==> config.mk <==
export PLATFORM = sky130hd
export DESIGN_NAME = rc4_stream_cipher
export DESIGN_NICKNAME = d
export VERILOG_FILES = /design/src/sv/rc4_pkg.sv /design/src/sv/rc4_ram.sv /design/src/sv/rc4_stream_cipher.sv
export SDC_FILE = /design/constraint.sdc
export NUM_CORES = 2
export LEC_CHECK = 0
export ABC_AREA = 1
export ABC_CLOCK_PERIOD_IN_PS = 13900
export BUFFER_PORTS_ARGS = -buffer_cell sky130_fd_sc_hd__buf_2
export CAP_MARGIN = 30
export CORE_MARGIN = 2
export CORE_UTILIZATION = 57
export DETAILED_ROUTE_END_ITERATION = 10
export PLACE_DENSITY_LB_ADDON = 0.1
export SYNTH_ARGS = -nofsm -noshare
export SYNTH_HDL_FRONTEND = slang
export SYNTH_SLANG_ARGS = --single-unit
==> constraint.sdc <==
create_clock -name clk -period 13.9 [get_ports clk]
set_clock_uncertainty 0.15 [all_clocks]
set_input_delay 2.78 -clock clk [delete_from_list [all_inputs] [get_ports clk]]
set_output_delay 2.78 -clock clk [all_outputs]
set_load 0.02 [all_outputs]
==> src/sv/rc4_pkg.sv <==
// Shared constants, types and key byte selection for the RC4 stream cipher.
package rc4_pkg;

	localparam int SBOX_DEPTH = 256;
	localparam int SBOX_AW    = $clog2(SBOX_DEPTH);
	localparam int BYTE_W     = 8;
	localparam int KEY_BYTES  = 16;
	localparam int KEY_IDX_W  = 4;
	localparam int CFG_AW     = 4;
	localparam int CFG_DW     = 64;

	localparam logic REG_KEY_LOW  = 1'b0;
	localparam logic REG_KEY_HIGH = 1'b1;

	typedef logic [BYTE_W-1:0]  byte_t;
	typedef logic [SBOX_AW-1:0] sbox_addr_t;
	typedef logic [CFG_AW-1:0]  cfg_addr_t;
	typedef logic [CFG_DW-1:0]  cfg_data_t;
	typedef logic [KEY_IDX_W-1:0] key_idx_t;

	// Bytes 0..7 come from the low word, 8..15 from the high word.
	function automatic byte_t key_byte(input cfg_data_t lo, input cfg_data_t hi,
		input key_idx_t k);
		cfg_data_t word;
		word = k[3] ? hi : lo;
		return word[{k[2:0], 3'b000} +: BYTE_W];
	endfunction

endpackage

==> src/sv/rc4_ram.sv <==
// Generic single-write, single-read RAM with a registered read port.
module rc4_ram #(
	parameter int WIDTH = 8,
	parameter int DEPTH = 256
) (
	input  logic                     clk,
	input  logic                     we,
	input  logic [$clog2(DEPTH)-1:0] waddr,
	input  logic [WIDTH-1:0]         wdata,
	input  logic                     re,
	input  logic [$clog2(DEPTH)-1:0] raddr,
	output logic [WIDTH-1:0]         rdata
);

	logic [WIDTH-1:0] mem_q [DEPTH];

	always_ff @(posedge clk) begin
		if (we) begin
			mem_q[waddr] <= wdata;
		end
		if (re) begin
			rdata <= mem_q[raddr];
		end
	end

endmodule

==> src/sv/rc4_stream_cipher.sv <==
// RC4 cipher: one data byte in, that byte XORed with the next keystream byte out.
// A new byte is accepted only in idle, once the previous result is in the output register.
// The pace is set by the S-box RAM, with one write and one read port: read S[i], read S[j],
// two swap writes, with the keystream read on the second write, then the output register load.
// The first byte of a message adds a restart: the fill of S, the key schedule and the
// issue of the first S[i] read.
// Reset clears keys and indices and arms the restart; the S-box RAM is not cleared.
module rc4_stream_cipher (
	input  logic              clk,
	input  logic              arst_n,
	input  logic              psel,
	input  logic              penable,
	input  logic              pwrite,
	input  rc4_pkg::cfg_addr_t paddr,
	input  rc4_pkg::cfg_data_t pwdata,
	output rc4_pkg::cfg_data_t prdata,
	output logic              pready,
	input  logic              item_valid,
	output logic              item_ready,
	input  rc4_pkg::byte_t    data_byte,
	input  logic              last_byte,
	output logic              result_valid,
	input  logic              result_ready,
	output rc4_pkg::byte_t    out_byte,
	output logic              out_last
);

	import rc4_pkg::*;

	localparam logic [3:0] ST_IDLE = 4'd0;
	localparam logic [3:0] ST_FILL = 4'd1;
	localparam logic [3:0] ST_K_RI = 4'd2;
	localparam logic [3:0] ST_K_RJ = 4'd3;
	localparam logic [3:0] ST_K_WI = 4'd4;
	localparam logic [3:0] ST_K_WJ = 4'd5;
	localparam logic [3:0] ST_P_RI = 4'd6;
	localparam logic [3:0] ST_P_RJ = 4'd7;
	localparam logic [3:0] ST_P_WI = 4'd8;
	localparam logic [3:0] ST_P_WJ = 4'd9;
	localparam logic [3:0] ST_P_OUT = 4'd10;

	localparam sbox_addr_t LAST_ENTRY = sbox_addr_t'(SBOX_DEPTH - 1);

	logic [3:0] state_q;
	cfg_data_t  key_low_q, key_high_q;
	sbox_addr_t n_q, i_q, j_q;
	byte_t      si_q, sj_q, data_q, out_byte_q;
	logic       last_q, out_last_q, out_valid_q, restart_q, fwd_q;

	logic       ram_we, ram_re;
	sbox_addr_t ram_waddr, ram_raddr;
	byte_t      ram_wdata, ram_rdata;

	logic       item_acc, cfg_wr, out_free, out_load;
	sbox_addr_t ksa_j, prga_j, ks_addr;
	byte_t      ks;

	assign pready     = 1'b1;
	assign prdata     = (paddr[3] == REG_KEY_HIGH) ? key_high_q : key_low_q;
	assign cfg_wr     = psel & penable & pwrite;
	assign item_ready = (state_q == ST_IDLE);
	assign item_acc   = item_valid & item_ready;
	assign out_free   = ~out_valid_q | result_ready;
	assign out_load   = (state_q == ST_P_OUT) & out_free;

	assign result_valid = out_valid_q;
	assign out_byte     = out_byte_q;
	assign out_last     = out_last_q;

	assign ksa_j   = j_q + ram_rdata + key_byte(key_low_q, key_high_q,
		key_idx_t'(n_q % KEY_BYTES));
	assign prga_j  = j_q + ram_rdata;
	assign ks_addr = si_q + sj_q;
	// The S[j] write lands in the same cycle as the keystream read: forward it.
	assign ks      = fwd_q ? si_q : ram_rdata;

	rc4_ram #(
		.WIDTH(BYTE_W),
		.DEPTH(SBOX_DEPTH)
	) u_sbox (
		.clk  (clk),
		.we   (ram_we),
		.waddr(ram_waddr),
		.wdata(ram_wdata),
		.re   (ram_re),
		.raddr(ram_raddr),
		.rdata(ram_rdata)
	);

	always_comb begin
		ram_we    = 1'b0;
		ram_waddr = n_q;
		ram_wdata = n_q;
		ram_re    = 1'b0;
		ram_raddr = n_q;
		case (state_q)
			ST_IDLE: begin
				ram_re    = item_acc & ~restart_q;
				ram_raddr = i_q + 1'b1;
			end
			ST_FILL: begin
				ram_we = 1'b1;
			end
			ST_K_RI: begin
				ram_re = 1'b1;
			end
			ST_K_RJ: begin
				ram_re    = 1'b1;
				ram_raddr = ksa_j;
			end
			ST_K_WI: begin
				ram_we    = 1'b1;
				ram_wdata = ram_rdata;
			end
			ST_K_WJ: begin
				ram_we    = 1'b1;
				ram_waddr = j_q;
				ram_wdata = si_q;
			end
			ST_P_RI: begin
				ram_re    = 1'b1;
				ram_raddr = i_q + 1'b1;
			end
			ST_P_RJ: begin
				ram_re    = 1'b1;
				ram_raddr = prga_j;
			end
			ST_P_WI: begin
				ram_we    = 1'b1;
				ram_waddr = i_q;
				ram_wdata = ram_rdata;
			end
			ST_P_WJ: begin
				ram_we    = 1'b1;
				ram_waddr = j_q;
				ram_wdata = si_q;
				ram_re    = 1'b1;
				ram_raddr = ks_addr;
			end
			default: begin
			end
		endcase
	end

	always_ff @(posedge clk or negedge arst_n) begin
		if (!arst_n) begin
			key_low_q  <= '0;
			key_high_q <= '0;
		end else if (cfg_wr) begin
			if (paddr[3] == REG_KEY_HIGH) begin
				key_high_q <= pwdata;
			end else begin
				key_low_q <= pwdata;
			end
		end
	end

	always_ff @(posedge clk) begin
		if (item_acc) begin
			data_q <= data_byte;
			last_q <= last_byte;
		end
	end

	always_ff @(posedge clk or negedge arst_n) begin
		if (!arst_n) begin
			state_q     <= ST_IDLE;
			n_q         <= '0;
			i_q         <= '0;
			j_q         <= '0;
			si_q        <= '0;
			sj_q        <= '0;
			fwd_q       <= 1'b0;
			restart_q   <= 1'b1;
			out_valid_q <= 1'b0;
			out_byte_q  <= '0;
			out_last_q  <= 1'b0;
		end else begin
			if (result_ready && !out_load) begin
				out_valid_q <= 1'b0;
			end
			case (state_q)
				ST_IDLE: begin
					if (item_acc) begin
						if (restart_q) begin
							n_q     <= '0;
							state_q <= ST_FILL;
						end else begin
							i_q     <= i_q + 1'b1;
							state_q <= ST_P_RJ;
						end
					end
				end
				ST_FILL: begin
					n_q <= n_q + 1'b1;
					if (n_q == LAST_ENTRY) begin
						j_q     <= '0;
						state_q <= ST_K_RI;
					end
				end
				ST_K_RI: begin
					state_q <= ST_K_RJ;
				end
				ST_K_RJ: begin
					j_q     <= ksa_j;
					si_q    <= ram_rdata;
					state_q <= ST_K_WI;
				end
				ST_K_WI: begin
					state_q <= ST_K_WJ;
				end
				ST_K_WJ: begin
					n_q <= n_q + 1'b1;
					if (n_q == LAST_ENTRY) begin
						i_q       <= '0;
						j_q       <= '0;
						restart_q <= 1'b0;
						state_q   <= ST_P_RI;
					end else begin
						state_q <= ST_K_RI;
					end
				end
				ST_P_RI: begin
					i_q     <= i_q + 1'b1;
					state_q <= ST_P_RJ;
				end
				ST_P_RJ: begin
					j_q     <= prga_j;
					si_q    <= ram_rdata;
					state_q <= ST_P_WI;
				end
				ST_P_WI: begin
					sj_q    <= ram_rdata;
					state_q <= ST_P_WJ;
				end
				ST_P_WJ: begin
					fwd_q   <= (ks_addr == j_q);
					state_q <= ST_P_OUT;
				end
				ST_P_OUT: begin
					// Hold until the output register is free.
					if (out_free) begin
						out_byte_q  <= data_q ^ ks;
						out_last_q  <= last_q;
						out_valid_q <= 1'b1;
						restart_q   <= last_q;
						state_q     <= ST_IDLE;
					end
				end
				default: begin
					state_q <= ST_IDLE;
				end
			endcase
		end
	end

endmodule
**Yosys cells after proc, flatten, opt, wreduce, memory -nomap -nowiden**

Memories as Yosys holds them, arrays and structs flattened. A register that Yosys moved wholly into a read port is not among the register bits.
Index checks and enable logic that the tools add are counted.

- Register bits after elaboration: 193
- Memory bits (writable): 2048
- Input bits: 84
- Word-level logic and storage cells: 103
- Memories: 1

- Add/sub/neg operators: 5
- Eq/ne operators: 19
- Shifts and indexed selects: 1
- Multiplexer cells: 30
- Bitwise gates (word level): 10
- Reduce and logical (&&, ||, !) cells: 22

Memory list:

| memory | depth | bits a word | rd ports | clocked after Yosys merged registers in | write ports | line | text |
|---|---|---|---|---|---|---|---|
| u_sbox.mem_q | 256 | 8 | 1 | 1 | 1 | rc4_ram.sv:15 | `logic [WIDTH-1:0] mem_q [DEPTH];` |

Operators with widths:

| cell | number |
|---|---|
| $mux 64 | 2 |
| $shiftx 64x7->8 | 1 |
| $mux 8 | 6 |
| $pmux 8 s2 | 3 |
| $pmux 8 s3 | 2 |
| $pmux 4 s11 | 1 |
| $pmux 8 s4 | 1 |
| $add 8x8->8 | 3 |
| $add 8x1->8 const B | 2 |
| $eq 4x3->1 const B | 4 |
| $eq 4x4->1 const B | 3 |
| $mux 4 | 3 |
| $reduce_or 2->1 | 5 |
| $reduce_or 5->1 | 2 |
| $reduce_and 3->1 | 3 |
| $eq 4x2->1 const B | 2 |
| $eq 8x8->1 | 1 |
| $eq 8x8->1 const B | 1 |
| $mux 1 | 8 |
| $ne 2x2->1 const B | 4 |
| $reduce_and 2->1 | 4 |
| $xor 8x8->8 | 1 |
| $mux 3 | 2 |
| $ne 2x1->1 const B | 3 |
| other kinds (11) | 20 |

**Depth between registers and ports, before layout**

- Depth after elaboration: 8
- Gate-level depth with buffers: 29

**Modules after synthesis**

Synthesis repeated with hierarchy kept, for this count alone.

- Cell total of the unflattened synthesis: 8499
- Area total of the unflattened synthesis: 94662.0 um^2

By module, submodules not included:

| module | times used | cells each | area each (um^2) |
|---|---|---|---|
| rc4_ram | 1 | 7003 | 83476.3 |
| rc4_stream_cipher | 1 | 1496 | 11185.7 |

**Worst setup path after synthesis**

No wires, ideal clock.

- Path kind: register to register
- Start point: register state_q[2]
- End point: memory u_sbox.mem_q[0][1], data pin
- Library setup time: 2.305 ns
- Arrival time: 11.834 ns
- Data required time: 11.445 ns
- Path slack: -0.388 ns
- Stages on the path, launching flop included: 9
- Path buffers: 0
- Clock period less this slack: 14.288 ns
- Cells stage by stage: dfrtp_1 inv_1 nand2_1 nor2_1 inv_1 nand2_1 inv_1 nor2_1 a221oi_1

- Word-level cells in the longest chain between the ends: 3
- Elaborated cells on any way between the ends: 7

RTL lines:

| what | line | text |
|---|---|---|
| start, declared | rc4_stream_cipher.sv:44 | `logic [3:0] state_q;` |
| start signal, assigned | rc4_stream_cipher.sv:167 | `state_q <= ST_IDLE;` |
| start signal, assigned | rc4_stream_cipher.sv:187 | `state_q <= ST_FILL;` |
| start signal, assigned | rc4_stream_cipher.sv:190 | `state_q <= ST_P_RJ;` |
| $eq 4x4->1 or $eq 4x3->1 (tied branches) | rc4_stream_cipher.sv:96 | `case (state_q)` |
| $reduce_or 2->1 (no source line) | - |  |
| $pmux 8 s2 * | rc4_stream_cipher.sv:96 |  |
| named net ram_wdata[1] | rc4_stream_cipher.sv:52 | `byte_t ram_wdata, ram_rdata;` |
| end, declared | rc4_ram.sv:15 |  |

Mark *: on every way through the listed nets, which the timed path passes. The rest lies on a longest branch.

**Worst setup path in the final report**

- Start point: register n_q[3]
- End point: register u_sbox.rdata[1] (read register of u_sbox.mem_q), data pin

- Word-level cells in the longest chain between the ends: 4

RTL lines:

| what | line | text |
|---|---|---|
| start, declared | rc4_stream_cipher.sv:46 | `sbox_addr_t n_q, i_q, j_q;` |
| start signal, assigned | rc4_stream_cipher.sv:195 | `n_q <= n_q + 1'b1;` |
| start signal, assigned | rc4_stream_cipher.sv:213 | `n_q <= n_q + 1'b1;` |
| $mux 64 | rc4_pkg.sv:25 | `word = k[3] ? hi : lo;` |
| $shiftx 64x7->8 | rc4_pkg.sv:26 | `return word[{k[2:0], 3'b000} +: BYTE_W];` |
| $add 8x8->8 | rc4_stream_cipher.sv:70 | `assign ksa_j = j_q + ram_rdata + key_byte(key_low_q, key_high_q,` |
| $pmux 8 s4 * | rc4_stream_cipher.sv:96 |  |
| end, declared | rc4_ram.sv:12 | `output logic [WIDTH-1:0] rdata` |

Every way passes the cells marked *; elsewhere a longest branch is shown, timed or not.
A chain may end at the register's enable or synchronous reset.

==> summary.md <==
The run finished with clean final reports. The number of nets in the synthesized netlist is 9645. At the worst endpoint, the required time is 14.35 ns.

The type of the tightest min-delay check was flop to flop. The clock passes through at most 3 buffers. The overall die height was 424.4 um; the die outline area was 180100 um^2.

The total global-route track usage was 30.01%; the highest clock rate was 0.1249 GHz. By area the synthesized netlist is led by sky130_fd_sc_hd__edfxtp_1, sky130_fd_sc_hd__nand3_1, sky130_fd_sc_hd__nand2_1. Registers take 66620 um^2. The run gives 151.6 mm as the HPWL after detailed placement. For the global-route wire length before repair, the log shows 408.7 mm.

Wires add up to 273.2 mm. Relative to the synthesized area, the layout overhead comes to 9.276%. The first TritonRoute pass finished after 7 iterations. In the synthesized netlist the dominant register cell turns out to be sky130_fd_sc_hd__edfxtp_1.

The logs give 11940 for the number of standard cells in the layout, taps in and fillers out and 0 for the final antenna-violating net count. The CTS buffer count came out at 226. Clock root buffer master: sky130_fd_sc_hd__clkbuf_16. The logs give 160 for the number of I/O pins and 14000 for the number of filler instances in the final layout. In the final routed layout, each cell accounts on average for 22.88 um. The via count of the first global-routing pass is 65010, and the number of setup violations in the final report is 0.

The longest individual stage delay on the worst path is 0.80 ns. By count the netlist is led by sky130_fd_sc_hd__edfxtp_1, sky130_fd_sc_hd__nand2_1, sky130_fd_sc_hd__nand3_1. STA classifies the critical path endpoint as a flop. The run gives 4 as the total number of H-tree levels. The remaining global-route overflow is 0.

Counting both buffers and inverters, the worst setup path holds a total of 6. Buffers added to address setup during post-CTS repair amount to 0. Headroom to the max-slew limit came out at 17.90%. The number of synthesis warnings was 0; the met3 routing resource usage after global routing was 5.436%.

The per-cell via count in the routed design is 5.840, and the fraction of layout cells with a size suffix above 1 is 6.564%. The startpoint kind of the worst setup timing path is a flop. The final critical delay including setup and external delays is 8.009 ns, and the post-cts sizing count is 0.

The area used by multi-input combinational logic came out at 27090 um^2. The synthesized design contains 2249 register bits. The biggest area contributor in the post-synthesis netlist is sky130_fd_sc_hd__edfxtp_1.

The portion of synthesized cell area occupied by the leading cell type is 61.55%, and the clock latency on the worst-skew pair is 0.86 ns. The slowest stage of the critical path belongs to the cell sky130_fd_sc_hd__buf_4. TritonCTS built the clock tree. For this run, the post-layout net count is 9517.

The most instantiated library cell after synthesis is sky130_fd_sc_hd__edfxtp_1. The number of clock sinks is 2249. The most prevalent standard cell on the critical path is sky130_fd_sc_hd__nand3_1.

The signal on the critical path passes through inv_2 > buf_4 > a21oi_1 > o21ai_0 > nand3_1 > a311o_1 > ha_1 > inv_1 > nor2_1 > a21oi_1 > nand3_4 > nand2_4 > buf_4 > buf_4 > buf_12 > nand2_1 > nand3_1 > nand3_1 > nand3_1 > nand3_1 > nand3_1 > nand3_1 > nand3_1 > nand2_1. The portion of netlist area occupied by mux cells is 0.08942%. Averaged over all synthesized cells, the footprint is 10.57 um^2. The met1 routing resource usage after global routing came out at 42.49%. Yosys mapped the design onto 47 distinct sky130hd cell types. The busiest metal layer after global routing was met2. The worst setup path is of the flop to flop kind.

In the finished design, the share of the clock period the worst path needs comes to 57.62%. The floorplan step defined a core boundary enclosing 175900 um^2. Across the run, the number of max-cap violations was 0.

The run gives 154 as the site row count. For this run, design rule violations remaining after detail routing come to 0. For the initial antenna violation count, the log shows 4. Clock input transition at the sequential cells of the worst setup and hold paths: 0.06 ns. The number of flops mapped to enable cells by yosys was 2065. The weighted congestion reported at the end of routability-driven placement was 0.8885; the endpoint arrival time on the critical path was 8.46 ns. Once the floorplan was initialized, standard cells occupied 57.27% of the core. The overall die width was 424.4 um.

The tools report the register area share after synthesis as 66.12%. The area of the mapped netlist is 100700 um^2. Maximum fanout along the worst path: 214. The run gives 0 as the final count of pins violating max slew.

By area, the combinational part of the netlist is dominated by simple AND/OR/NAND/NOR gates. Synthesis produced a netlist whose cell count is 9535. Cell total after placement: 11520.

Of the total synthesized cell area, the portion taken by XOR and XNOR cells is 0.2869%. The logs give 8183 for the initial DRC count and 0 for the count of hold-fix buffers inserted at cts. The synthesized-area fraction occupied by ao, oa, aoi and oai cells came out at 3.299%.

The slack of the worst reg-to-reg path is 5.89 ns. The count of buffers inserted at the top-level ports is 155. The run gives 215 as the pin count of the biggest net entering global routing.

Summing the areas of all fa, ha and maj instances in the mapped netlist gives 0.3453% of the synthesized area. On the critical path the largest part of the delay comes from buffers and inverters. The total via count in the routed design is 69720. Setup repair after global routing left no endpoint under its margin. The tools report the number of endpoints with negative hold slack in the final report as 0. The met2 global-route usage was 46.23%; the fraction of the mapped netlist area in simple logic gates was 22.63%. At the pin with the least slew margin, the transition time is 1.232 ns. The share of synthesized registers carrying an async set or reset is 8.181%.
==> per-stage QoR <==
| step | setup TNS (ns) | setup slack, ns | cell area, um^2 | hold WS, ns | util (%) |
|---|---|---|---|---|---|
| floorplan | -596.63 | -0.3884 | 100700 | 0.2927 | - |
| global placement | 0 | 6.181 | 102800 | 0.3170 | 58.46 |
| detailed placement | 0 | 6.164 | 103000 | 0.3234 | 58.56 |
| CTS | 0 | 6.126 | 110000 | 0.3376 | 62.53 |
| global route | 0 | 5.528 | 110100 | 0.3629 | 62.58 |
| finish | 0 | 5.891 | 110100 | 0.3324 | 62.58 |
==> flip-flops by register name (all words and copies together) (netlist names), 8 cells and up <==
name / count
data_q: 8
i_q: 8
j_q: 8
key_high_q: 64
key_low_q: 64
n_q: 8
out_byte: 8
si_q: 8
sj_q: 8
u_sbox.mem_q: 2048
u_sbox.rdata: 8
==> area by class of cell <==
class / instances / area share, %
Multi-Input combinational cell: 5480 / 24.61
Clock inverter: 134 / 0.9820
Antenna cell: 1 / 0.002273
Clock buffer: 285 / 5.366
Sequential cell: 2249 / 60.51
Tap cell: 2340 / 2.660
Timing Repair Buffer: 269 / 1.821
Inverter: 1181 / 4.050
==> worst reg2reg max path: stages, from the launching register on <==
cell                      delay [ns]
sky130_fd_sc_hd__dfrtp_1        0.38
sky130_fd_sc_hd__inv_2          0.05
sky130_fd_sc_hd__buf_4          0.63
sky130_fd_sc_hd__a21oi_1        0.16
sky130_fd_sc_hd__o21ai_0        0.13
sky130_fd_sc_hd__nand3_1        0.14
sky130_fd_sc_hd__a311o_1        0.41
sky130_fd_sc_hd__ha_1           0.34
sky130_fd_sc_hd__inv_1          0.06
sky130_fd_sc_hd__nor2_1         0.04
sky130_fd_sc_hd__a21oi_1        0.21
sky130_fd_sc_hd__nand3_4        0.24
sky130_fd_sc_hd__nand2_4        0.54
sky130_fd_sc_hd__buf_4          0.83
sky130_fd_sc_hd__buf_4          0.79
sky130_fd_sc_hd__buf_12         0.67
sky130_fd_sc_hd__nand2_1        0.44
sky130_fd_sc_hd__nand3_1        0.13
sky130_fd_sc_hd__nand3_1        0.13
sky130_fd_sc_hd__nand3_1        0.18
sky130_fd_sc_hd__nand3_1        0.14
sky130_fd_sc_hd__nand3_1        0.19
sky130_fd_sc_hd__nand3_1        0.30
sky130_fd_sc_hd__nand3_1        0.35
sky130_fd_sc_hd__nand2_1        0.11
==> per-layer routing <==
metal  vias to the layer above  routed length, um
met1                     33710             112700
met5                         -                 71
met4                        12              11380
met2                      3176             125000
met3                       583              23990
li1                      32240                  -
==> cell families after synthesis <==
kind of cell / count (synthesis)
buffers and inverters: 1806
xor gates and xnor gates: 33
muxes: 8
and+or+nand+nor: 4838
adders and majority gates: 26
other: 1
AOI/OAI and AO/OA: 574
DFF: 2249
==> path summary, 6_finish.rpt <==
path,start,to,depth (start not counted)
min in group asynchronous,arst_n,out_byte[3]$_DFFE_PN0P_,1
max in group asynchronous,arst_n,key_high_q[41]$_DFFE_PN0P_,4
max reg2reg,n_q[3]$_DFFE_PN0P_,u_sbox.rdata[1]$_DFFE_PP_,24
max,n_q[3]$_DFFE_PN0P_,u_sbox.rdata[1]$_DFFE_PP_,24
min,key_low_q[40]$_DFFE_PN0P_,key_low_q[40]$_DFFE_PN0P_,2
min reg2reg,key_low_q[40]$_DFFE_PN0P_,key_low_q[40]$_DFFE_PN0P_,2
==> layout by cell type, fill, tap and decap left out, types with 8 or more instances in the layout <==
cell type,netlist,layout
sky130_fd_sc_hd__clkbuf_16,0,226
sky130_fd_sc_hd__clkinv_2,0,44
sky130_fd_sc_hd__o21ai_0,306,304
sky130_fd_sc_hd__nand3_1,1811,1811
sky130_fd_sc_hd__xor2_1,24,24
sky130_fd_sc_hd__nor2_1,355,354
sky130_fd_sc_hd__nand3b_1,609,609
sky130_fd_sc_hd__buf_12,0,19
sky130_fd_sc_hd__a21oi_1,87,85
sky130_fd_sc_hd__buf_2,280,153
sky130_fd_sc_hd__o22ai_1,16,16
sky130_fd_sc_hd__clkbuf_1,267,56
sky130_fd_sc_hd__dfrtp_1,183,183
sky130_fd_sc_hd__clkinv_1,2,60
sky130_fd_sc_hd__bufinv_16,0,12
sky130_fd_sc_hd__mux2_2,8,8
sky130_fd_sc_hd__a31oi_1,13,13
sky130_fd_sc_hd__inv_1,1171,1169
sky130_fd_sc_hd__buf_4,37,89
sky130_fd_sc_hd__nand2_2,7,11
sky130_fd_sc_hd__xnor2_1,9,9
sky130_fd_sc_hd__o211ai_1,119,119
sky130_fd_sc_hd__nand2_1,2033,2024
sky130_fd_sc_hd__edfxtp_1,2065,2065
sky130_fd_sc_hd__ha_1,23,23
Power is left out: the tool's default activity adds up to more than one toggle a clock period on the data nets, which glitch-free logic cannot reach.
